$ cat src/sv/sdf_pkg.sv
// Shared types and constants for the signed decimal formatter.
package sdf_pkg;

  localparam int unsigned MAG_W              = 32;
  localparam int unsigned BCD_DIGITS         = 10;
  localparam int unsigned DCNT_W             = 4;
  localparam int unsigned DEFAULT_MAX_DIGITS = 10;
  localparam int unsigned BIT_CNT_W          = $clog2(MAG_W);

  localparam logic [7:0] CH_MINUS   = 8'h2D;
  localparam logic [7:0] CH_SPACE   = 8'h20;
  localparam logic [7:0] CH_ZERO    = 8'h30;
  localparam logic [3:0] DIGIT_NINE = 4'd9;

  typedef enum logic [1:0] {
    ST_IDLE,
    ST_CONV,
    ST_SIGN,
    ST_DIGITS
  } sdf_state_e;

  typedef struct packed {
    logic load;
    logic step;
    logic sel_sign;
    logic next_digit;
  } sdf_cmd_t;

  typedef struct packed {
    logic ndig_zero;
    logic rem_one;
  } sdf_status_t;

endpackage

$ cat src/sv/signed_decimal_formatter.sv
// Signed decimal formatter: signed 32-bit value to fixed-width ASCII characters.
// Usage:
//   Input stream (s_axis): one transaction carries a value and a digit count.
//   Output stream (m_axis): one transaction per character: the sign ('-' or
//   space) followed by the digit count's number of decimal digits, most
//   significant first, with leading zeros. tlast marks the final character.
//   tuser flags overflow on every character of a number whose magnitude does
//   not fit the digit count; its digits are then all '9'. Counts above
//   MAX_DIGITS are saturated to MAX_DIGITS.
// Timing:
//   After an input transaction, the shift-add-3 converter processes the
//   magnitude, one magnitude bit per cycle, then the sign character is offered.
//   The next value is taken only when the previous number's last character
//   has left.
// Reset and stalls:
//   Reset returns the controller to idle with nothing pending. A stalled
//   receiver holds the current character steady until it is taken.
module signed_decimal_formatter import sdf_pkg::*; #(
  parameter int unsigned MAX_DIGITS = DEFAULT_MAX_DIGITS
) (
  input  logic        clk_i,
  input  logic        rst_ni,
  input  logic        s_axis_tvalid,
  output logic        s_axis_tready,
  input  logic [39:0] s_axis_tdata,   // [31:0] value, [35:32] digit_count, [39:36] zero
  output logic        m_axis_tvalid,
  input  logic        m_axis_tready,
  output logic [7:0]  m_axis_tdata,   // [7:0] character
  output logic        m_axis_tlast,
  output logic        m_axis_tuser    // [0] overflow
);

  sdf_cmd_t    cmd;
  sdf_status_t status;

  sdf_ctrl u_ctrl (
    .clk_i       (clk_i),
    .rst_ni      (rst_ni),
    .in_valid_i  (s_axis_tvalid),
    .in_ready_o  (s_axis_tready),
    .out_valid_o (m_axis_tvalid),
    .out_ready_i (m_axis_tready),
    .out_last_o  (m_axis_tlast),
    .status_i    (status),
    .cmd_o       (cmd)
  );

  sdf_datapath #(
    .MAX_DIGITS (MAX_DIGITS)
  ) u_datapath (
    .clk_i         (clk_i),
    .value_i       (s_axis_tdata[MAG_W-1:0]),
    .digit_count_i (s_axis_tdata[MAG_W+DCNT_W-1:MAG_W]),
    .cmd_i         (cmd),
    .status_o      (status),
    .character_o   (m_axis_tdata),
    .overflow_o    (m_axis_tuser)
  );

endmodule

$ cat src/sv/sdf_datapath.sv
// Datapath: magnitude, shift-add-3 BCD conversion and character selection.
module sdf_datapath import sdf_pkg::*; #(
  parameter int unsigned MAX_DIGITS = DEFAULT_MAX_DIGITS
) (
  input  logic                clk_i,
  input  logic [MAG_W-1:0]    value_i,
  input  logic [DCNT_W-1:0]   digit_count_i,
  input  sdf_cmd_t            cmd_i,
  output sdf_status_t         status_o,
  output logic [7:0]          character_o,
  output logic                overflow_o
);

  localparam int unsigned SH_W = BCD_DIGITS * 4 + MAG_W;

  logic [BCD_DIGITS-1:0][3:0] bcd_q, bcd_d, bcd_adj;
  logic [MAG_W-1:0]           mag_q, mag_d, mag_in;
  logic                       neg_q;
  logic [DCNT_W-1:0]          ndig_q, rem_q, n_sat, dig_idx;
  logic [SH_W-1:0]            shifted;
  logic [3:0]                 digit;
  logic                       ovf;

  assign n_sat  = (digit_count_i > DCNT_W'(MAX_DIGITS)) ? DCNT_W'(MAX_DIGITS) : digit_count_i;
  assign mag_in = value_i[MAG_W-1] ? (~value_i + MAG_W'(1)) : value_i;

  // One double-dabble step: correct digits of five or more, then shift in a bit.
  always_comb begin
    for (int i = 0; i < BCD_DIGITS; i++) begin
      bcd_adj[i] = (bcd_q[i] >= 4'd5) ? (bcd_q[i] + 4'd3) : bcd_q[i];
    end
    shifted = {bcd_adj, mag_q} << 1;
    bcd_d   = shifted[SH_W-1:MAG_W];
    mag_d   = shifted[MAG_W-1:0];
  end

  always_ff @(posedge clk_i) begin
    if (cmd_i.load) begin
      bcd_q  <= '0;
      mag_q  <= mag_in;
      neg_q  <= value_i[MAG_W-1];
      ndig_q <= n_sat;
      rem_q  <= n_sat;
    end else if (cmd_i.step) begin
      bcd_q <= bcd_d;
      mag_q <= mag_d;
    end else if (cmd_i.next_digit) begin
      rem_q <= rem_q - DCNT_W'(1);
    end
  end

  // Overflow when any digit above the requested count is nonzero.
  always_comb begin
    ovf = 1'b0;
    for (int i = 0; i < BCD_DIGITS; i++) begin
      if ((i >= int'(ndig_q)) && (bcd_q[i] != 4'd0)) begin
        ovf = 1'b1;
      end
    end
  end

  assign dig_idx = rem_q - DCNT_W'(1);
  assign digit   = ovf ? DIGIT_NINE : bcd_q[dig_idx];

  always_comb begin
    if (cmd_i.sel_sign) begin
      character_o = neg_q ? CH_MINUS : CH_SPACE;
    end else begin
      character_o = CH_ZERO + {4'd0, digit};
    end
  end

  assign overflow_o         = ovf;
  assign status_o.ndig_zero = (ndig_q == DCNT_W'(0));
  assign status_o.rem_one   = (rem_q == DCNT_W'(1));

endmodule

$ cat src/sv/sdf_ctrl.sv
// Controller: sequences conversion steps and the sign and digit transactions.
module sdf_ctrl import sdf_pkg::*; (
  input  logic        clk_i,
  input  logic        rst_ni,
  input  logic        in_valid_i,
  output logic        in_ready_o,
  output logic        out_valid_o,
  input  logic        out_ready_i,
  output logic        out_last_o,
  input  sdf_status_t status_i,
  output sdf_cmd_t    cmd_o
);

  sdf_state_e           state_q, state_d;
  logic [BIT_CNT_W-1:0] bit_cnt_q, bit_cnt_d;
  logic                 out_fire;

  assign out_fire = out_valid_o && out_ready_i;

  always_ff @(posedge clk_i or negedge rst_ni) begin
    if (!rst_ni) begin
      state_q   <= ST_IDLE;
      bit_cnt_q <= '0;
    end else begin
      state_q   <= state_d;
      bit_cnt_q <= bit_cnt_d;
    end
  end

  always_comb begin
    state_d      = state_q;
    bit_cnt_d    = bit_cnt_q;
    in_ready_o   = 1'b0;
    out_valid_o  = 1'b0;
    out_last_o   = 1'b0;
    cmd_o        = '0;
    unique case (state_q)
      ST_IDLE: begin
        in_ready_o = 1'b1;
        if (in_valid_i) begin
          cmd_o.load = 1'b1;
          bit_cnt_d  = '0;
          state_d    = ST_CONV;
        end
      end
      ST_CONV: begin
        cmd_o.step = 1'b1;
        bit_cnt_d  = bit_cnt_q + BIT_CNT_W'(1);
        if (bit_cnt_q == BIT_CNT_W'(MAG_W - 1)) begin
          state_d = ST_SIGN;
        end
      end
      ST_SIGN: begin
        out_valid_o    = 1'b1;
        out_last_o     = status_i.ndig_zero;
        cmd_o.sel_sign = 1'b1;
        if (out_fire) begin
          state_d = status_i.ndig_zero ? ST_IDLE : ST_DIGITS;
        end
      end
      ST_DIGITS: begin
        out_valid_o = 1'b1;
        out_last_o  = status_i.rem_one;
        if (out_fire) begin
          cmd_o.next_digit = 1'b1;
          if (status_i.rem_one) begin
            state_d = ST_IDLE;
          end
        end
      end
      default: begin
        state_d = ST_IDLE;
      end
    endcase
  end

`ifndef SYNTHESIS
  a_accept_starts_conv: assert property (@(posedge clk_i) disable iff (!rst_ni)
    (in_valid_i && in_ready_o) |=> (state_q == ST_CONV && bit_cnt_q == '0))
    else $error("accepted item did not start conversion");

  a_sides_exclusive: assert property (@(posedge clk_i) disable iff (!rst_ni)
    !(in_ready_o && out_valid_o))
    else $error("input ready while a character is pending");

  a_conv_done: assert property (@(posedge clk_i) disable iff (!rst_ni)
    (state_q == ST_CONV && bit_cnt_q == BIT_CNT_W'(MAG_W - 1)) |=> (state_q == ST_SIGN))
    else $error("conversion did not end after all bits");

  a_last_ends: assert property (@(posedge clk_i) disable iff (!rst_ni)
    (out_fire && out_last_o) |=> (state_q == ST_IDLE))
    else $error("block busy after last character");
`endif

endmodule
$ cat config.mk
export PLATFORM = sky130hd
export DESIGN_NAME = signed_decimal_formatter
export DESIGN_NICKNAME = d
export VERILOG_FILES = /design/src/sv/sdf_pkg.sv /design/src/sv/signed_decimal_formatter.sv /design/src/sv/sdf_datapath.sv /design/src/sv/sdf_ctrl.sv
export SDC_FILE = /design/constraint.sdc
export NUM_CORES = 1
export LEC_CHECK = 0
export BUFFER_PORTS_ARGS = -buffer_cell sky130_fd_sc_hd__buf_2
export CAP_MARGIN = 5
export CORE_UTILIZATION = 50
export CTS_CLUSTER_SIZE = 12
export DETAILED_ROUTE_END_ITERATION = 8
export PLACE_DENSITY = 0.69
export SLEW_MARGIN = 20
export SYNTH_ARGS = -nofsm -noshare
export SYNTH_HDL_FRONTEND = slang
export SYNTH_SLANG_ARGS = --single-unit
$ cat constraint.sdc
create_clock -name clk_i -period 2.9 [get_ports clk_i]
set_input_delay 0.435 -clock clk_i [delete_from_list [all_inputs] [get_ports clk_i]]
set_output_delay 0.435 -clock clk_i [all_outputs]
set_load 0.005 [all_outputs]
### Word level (Yosys, flattened, before mapping)

Cells that the tools add are included.

| operators by class | value |
|---|---|
| add/sub/neg operators | 14 |
| multiply operators | 0 |
| div/mod/pow operators | 0 |
| magnitude comparators | 22 |
| equality and inequality tests | 11 |
| shift-type cells | 0 |
| mux-type cells | 50 |
| bitwise operators | 1 |
| reduce and logical (&&, ||, !) cells | 30 |

Operators by type and width:

| kind | count |
|---|---|
| 2-to-1 mux 32 bit | 3 |
| 2-to-1 mux 4 bit | 16 |
| greater-or-equal comparator 4 x 3 -> 1 bit (second input constant) | 10 |
| nonzero test 4 bit | 10 |
| adder 4 x 2 -> 4 bit (second input constant) | 9 |
| adder 32 x 1 -> 32 bit (second input constant) | 1 |
| inverter 32 bit | 1 |
| 2-to-1 mux 1 bit | 18 |
| binary-select mux 4 bit (select 4 bit) | 1 |
| greater-or-equal comparator 3 x 4 -> 1 bit (first input constant) | 4 |
| 2-to-1 mux 2 bit | 6 |
| logical AND 1 bit | 11 |
| != test 2 x 1 -> 1 bit (second input constant) | 5 |
| one-hot mux 5 bit (2 select lines) | 1 |
| greater-or-equal comparator 1 x 4 -> 1 bit (first input constant) | 2 |
| greater-or-equal comparator 2 x 4 -> 1 bit (first input constant) | 2 |
| greater-or-equal comparator 4 bit (first input constant) | 2 |
| one-hot mux 2 bit (4 select lines) | 1 |
| adder 6 x 4 -> 7 bit (first input constant) | 1 |
| 2-to-1 mux 7 bit | 1 |
| nonzero test 2 bit | 3 |
| adder 5 x 1 -> 5 bit (second input constant) | 1 |
| == test 5 bit (second input constant) | 1 |
| less-than comparator 4 x 5 -> 1 bit (second input constant) | 1 |
| 15 further kinds | 17 |

| storage, ports and cells | value |
|---|---|
| register bits | 88 |
| latch bits | 0 |
| bits in writable memories | 0 |
| memory bits (read-only) | 0 |
| input port bits | 44 |
| output and inout port bits | 12 |
| word-level logic and storage cells | 144 |
| memories kept | 0 |

### Logic depth before layout (Yosys ltp)

| depth | value |
|---|---|
| depth after elaboration | 15 |
| gate-level depth with buffers | 9 |
| depth with buffers taken out | 7 |

### By module

Synthesis repeated with hierarchy kept, for this count alone.

| unflattened totals | value |
|---|---|
| cell total of the unflattened synthesis | 609 |
| area, all modules | 5677.9 µm² |

By module, submodules not included:

| module | times used | cells an instance | area an instance (µm²) | seq. area each (µm²) |
|---|---|---|---|---|
| sdf_datapath | 1 | 567 | 5241.3 | 2031.9 |
| sdf_ctrl | 1 | 42 | 436.7 | 175.2 |

### Worst setup path before layout

Ideal clock, no wire load.

| timing path | value |
|---|---|
| path type | reg-to-output |
| from | register u_datapath.rem_q[0] |
| to | output port m_axis_tdata[3] |
| data arrival time | 2.113 ns |
| setup slack | 0.352 ns |
| cell stages (with the launch flop) | 10 |
| path buffers | 3 |
| path through | edfxtp_1 -> buf_6 -> buf_6 -> inv_1 -> ha_1 -> buf_1 -> mux4_2 -> mux2i_1 -> nor2_1 -> o32a_1 |

| on the way | value |
|---|---|
| longest elaborated chain between the ends | 6 |

Ends and longest elaborated chain:

| item | RTL line | text |
|---|---|---|
| start: declaration | sdf_datapath.sv:19 | `logic [DCNT_W-1:0] ndig_q, rem_q, n_sat, dig_idx;` |
| start signal: assignment | sdf_datapath.sv:43 | `rem_q <= n_sat;` |
| start signal: assignment | sdf_datapath.sv:48 | `rem_q <= rem_q - DCNT_W'(1);` |
| subtractor 4 x 1 -> 4 bit | sdf_datapath.sv:62 | `assign dig_idx = rem_q - DCNT_W'(1);` |
| binary-select mux 4 bit (select 4 bit) | sdf_datapath.sv:63 | `assign digit = ovf ? DIGIT_NINE : bcd_q[dig_idx];` |
| 2-to-1 mux 4 bit (implied by the code) | sdf_datapath.sv:63 |  |
| 2-to-1 mux 4 bit | sdf_datapath.sv:63 |  |
| adder 6 x 4 -> 7 bit | sdf_datapath.sv:69 | `character_o = CH_ZERO + {4'd0, digit};` |
| 2-to-1 mux 7 bit | sdf_datapath.sv:66 | `if (cmd_i.sel_sign) begin` |
| end: declaration | signed_decimal_formatter.sv:28 | `output logic [7:0] m_axis_tdata,` |

Every way passes these cells. The select of a mux whose other input is x is not followed.

### Final worst setup path

| timing path | value |
|---|---|
| from | register u_datapath.rem_q[1] |
| to | output port m_axis_tdata[0] |

Same word-level chain as after synthesis.

==> results.cfg <==
[global_route]
antenna_found_initial = 0
grtUsageTotal_pct = 22.2
grt_pass1_vias = 4290
grt_first_pass_wirelength_um = 20000
grt-ovfl-total = 0
grt_max_degree = 85

[synthesis]
synth-simple-area-share_pct = 17.2
synthAdderAreaFrac_pct = 5.73
synth_area_um2 = 5460
synth_seq_cells = 88
synth_ff_type = edfxtp_1
synth_area_per_cell_um2 = 9.04
ys_seq_area_share_pct = 40.4
synth_mux_area_share_pct = 4.95
synth-compound-area-share_pct = 18.9
async_flop_share_pct = 7.95
ys_types = 54
syn_inst = 604
synth-xor-area-share_pct = 7.86
yosys_warnings = 0
synth_edf_count = 41
synth_top_family_by_area = compound AO/OA/AOI/OAI gates

[drt]
ant_nets = 0
routedWlPerCell_um = 15.2
wirelength_um = 11900
dr_total_vias = 4461
first_pass_iters = 4
drt_iter0_drc = 268
via_per_inst = 5.72
drc_errors = 0

[floorplan]
die_h_um = 106
dieArea_um2 = 11300
io_pins = 56
start_util_pct = 52.2
die_w_um = 106
coreArea_um2 = 10500
fp-row-count = 37

[power_and_ir_drop]
p_leak_nw = 2.40
vdd_drop_max_mv = 0.441
powerDensity_nw_per_um2 = 1020
p_int_mw = 3.75
p_clk_share_pct = 18.2
seqPwrFrac_pct = 39.0
netSwitchingFraction_pct = 39.5
power_frac_comb_pct = 42.8
p_sw_mw = 2.45

[sta]
fmax_mhz = 360
skew_ps = 6.04
min_period_ps = 2780
whs_ps = 297
finalSetupTns_ps = 0
slew_viol_final = 0
tightest_slew_ps = 828
fin_crit_sh_pct = 95.7
hold_viol_final = 0
slew-limit-headroom_pct = 44.8
rsz0062_at_grt = no
setup_violations = 0

[final_layout]
ff_latch_area_um2 = 2210
most-common-layout-cells = o21ai_0, nand2_1, buf_2, nor2_1, edfxtp_1
nFillCells = 946
nNetsFinal = 708
syn_to_final_growth_pct = 11.6
layout_commonest_cell = o21ai_0
diodes = 0
drive_gt1_share_pct = 15.5
multi_input_area_um2 = 3030

[flow_run]
maxCapViolCount = 0

[cts]
clkTransAtPathRegs_ps = 80
h-tree-depth = 3
clk_path_buf_depth = 2
root_buffer = clkbuf_8
cts_tree = yes
cts_setup_buffers = 0
cts.sinks = 88
numCtsBuffers = 9
clk_latency_ps = 360

[placed_design]
place_congestion = 0.817
dp_hpwl_um = 8270
io_buffer_count = 48

[critical_path]
crit_arrival_ps = 2340
crit_type = reg2out
cp.required_ps = 2470
cp-end-kind = output port
start_kind = flip-flop
crit_fanout = 10

[hold_path]
min_path_type = in2reg

[run_status]
status = finished clean
==> per-stage QoR <==
step / worst slack, ps / utilization (%) / cell area [µm²] / cells / total power [mW]
2_1_floorplan: 352 / - / 5460 / 605 / 4.29
3_3_place_gp: 430 / 55.3 / 5780 / 763 / 4.91
3_5_place_dp: 399 / 55.3 / 5780 / 763 / 5.03
4_1_cts: 101 / 58.0 / 6060 / 780 / 6.17
5_1_grt: 21.7 / 58.2 / 6090 / 780 / 6.69
6_report: 124 / 58.2 / 6090 / 780 / 6.19
==> cell usage after synthesis (8+ instances only) <==
cell type	instances	area, µm²
nor2_1	43	161
o21ai_0	84	420
nand3_1	39	195
clkbuf_1	25	93.8
xor2_1	36	315
edfxtp_1	41	1230
mux4_2	8	180
nand2b_1	11	68.8
dfxtp_1	40	801
mux2i_1	9	90.1
a21oi_1	39	195
o31ai_1	13	97.6
nand2_1	59	221
ha_1	25	313
xnor2_1	13	114
inv_1	27	101
==> power groups by stage <==
stage,Clock [mW],Sequential [mW],Combinational (mW)
after global routing,1.20,2.49,3.00
after floorplan,0,2.28,2.01
after global placement,0,2.40,2.51
after CTS,1.15,2.40,2.62
final,1.13,2.42,2.65
after detailed placement,0,2.43,2.61
==> cell type report <==
class | count | share of cell area (%)
multi-input cells | 455 | 49.7
flip-flops and latches | 88 | 36.2
repair buffers | 58 | 5.22
well taps | 136 | 2.79
clock buffers | 10 | 2.26
clock inverters | 6 | 2.14
inverters | 27 | 1.66
==> registers in the layout, indices dropped and copies added (netlist names) <==
| register | count |
|---|---|
| u_ctrl.bit_cnt_q | 5 |
| u_datapath.ndig_q | 4 |
| u_datapath.bcd_q | 40 |
| u_datapath.rem_q | 4 |
| u_ctrl.state_q | 2 |
| u_datapath.neg_q | 1 |
| u_datapath.mag_q | 32 |
==> worst max-delay path, stage by stage, from the launching register on <==
cell	delay [ps]
edfxtp_1	380
inv_1	70
ha_2	480
mux4_2	380
mux2i_1	150
nor2_1	60
o32a_1	330
buf_2	130
==> kinds of logic after synthesis <==
group	Yosys count
AO/OA/AOI/OAI	171
XOR/XNOR	49
adder cells (fa/ha/maj)	25
buffers and inverters	62
flip-flops	88
multiplexers	17
other	2
AND/OR/NAND/NOR	190
==> final timing paths <==
kind | endpoint | start | slack, ps | cells after the start
max | m_axis_tdata[0] | u_datapath.rem_q[1]$_DFFE_PP_ | 120 | 7
min | u_ctrl.state_q[1]$_DFFE_PN0P_ | m_axis_tready | 300 | 2
max reg2reg | u_datapath.rem_q[0]$_DFFE_PP_ | u_ctrl.state_q[0]$_DFFE_PN0P_ | 880 | 4
min reg2reg | u_datapath.bcd_q[0]$_SDFFE_PP0P_ | u_datapath.mag_q[31]$_DFFE_PP_ | 470 | 2
max in group asynchronous | u_ctrl.bit_cnt_q[1]$_DFFE_PN0P_ | rst_ni | 2320 | 2
min in group asynchronous | u_ctrl.state_q[0]$_DFFE_PN0P_ | rst_ni | 420 | 2
==> routing by layer <==
metal / wire length [µm] / vias up / GRT usage [%]
met5: 0 / - / 0
met1: 5260 / 2117 / 27.0
met4: 303 / 0 / 11.3
li1: - / 2228 / -
met3: 427 / 22 / 3.49
met2: 5870 / 94 / 37.9
==> repair_timing <==
| item | 4_1_cts | 5_1_grt |
|---|---|---|
| setup endpoints to repair | 1 | 3 |
| hold buffers | 1 | 0 |
| pin swaps | 0 | 0 |
| hold endpoints to repair | 7 | 0 |
| gates resized for setup | 1 | 5 |
Note: power is estimated with default switching activity, not from simulation.
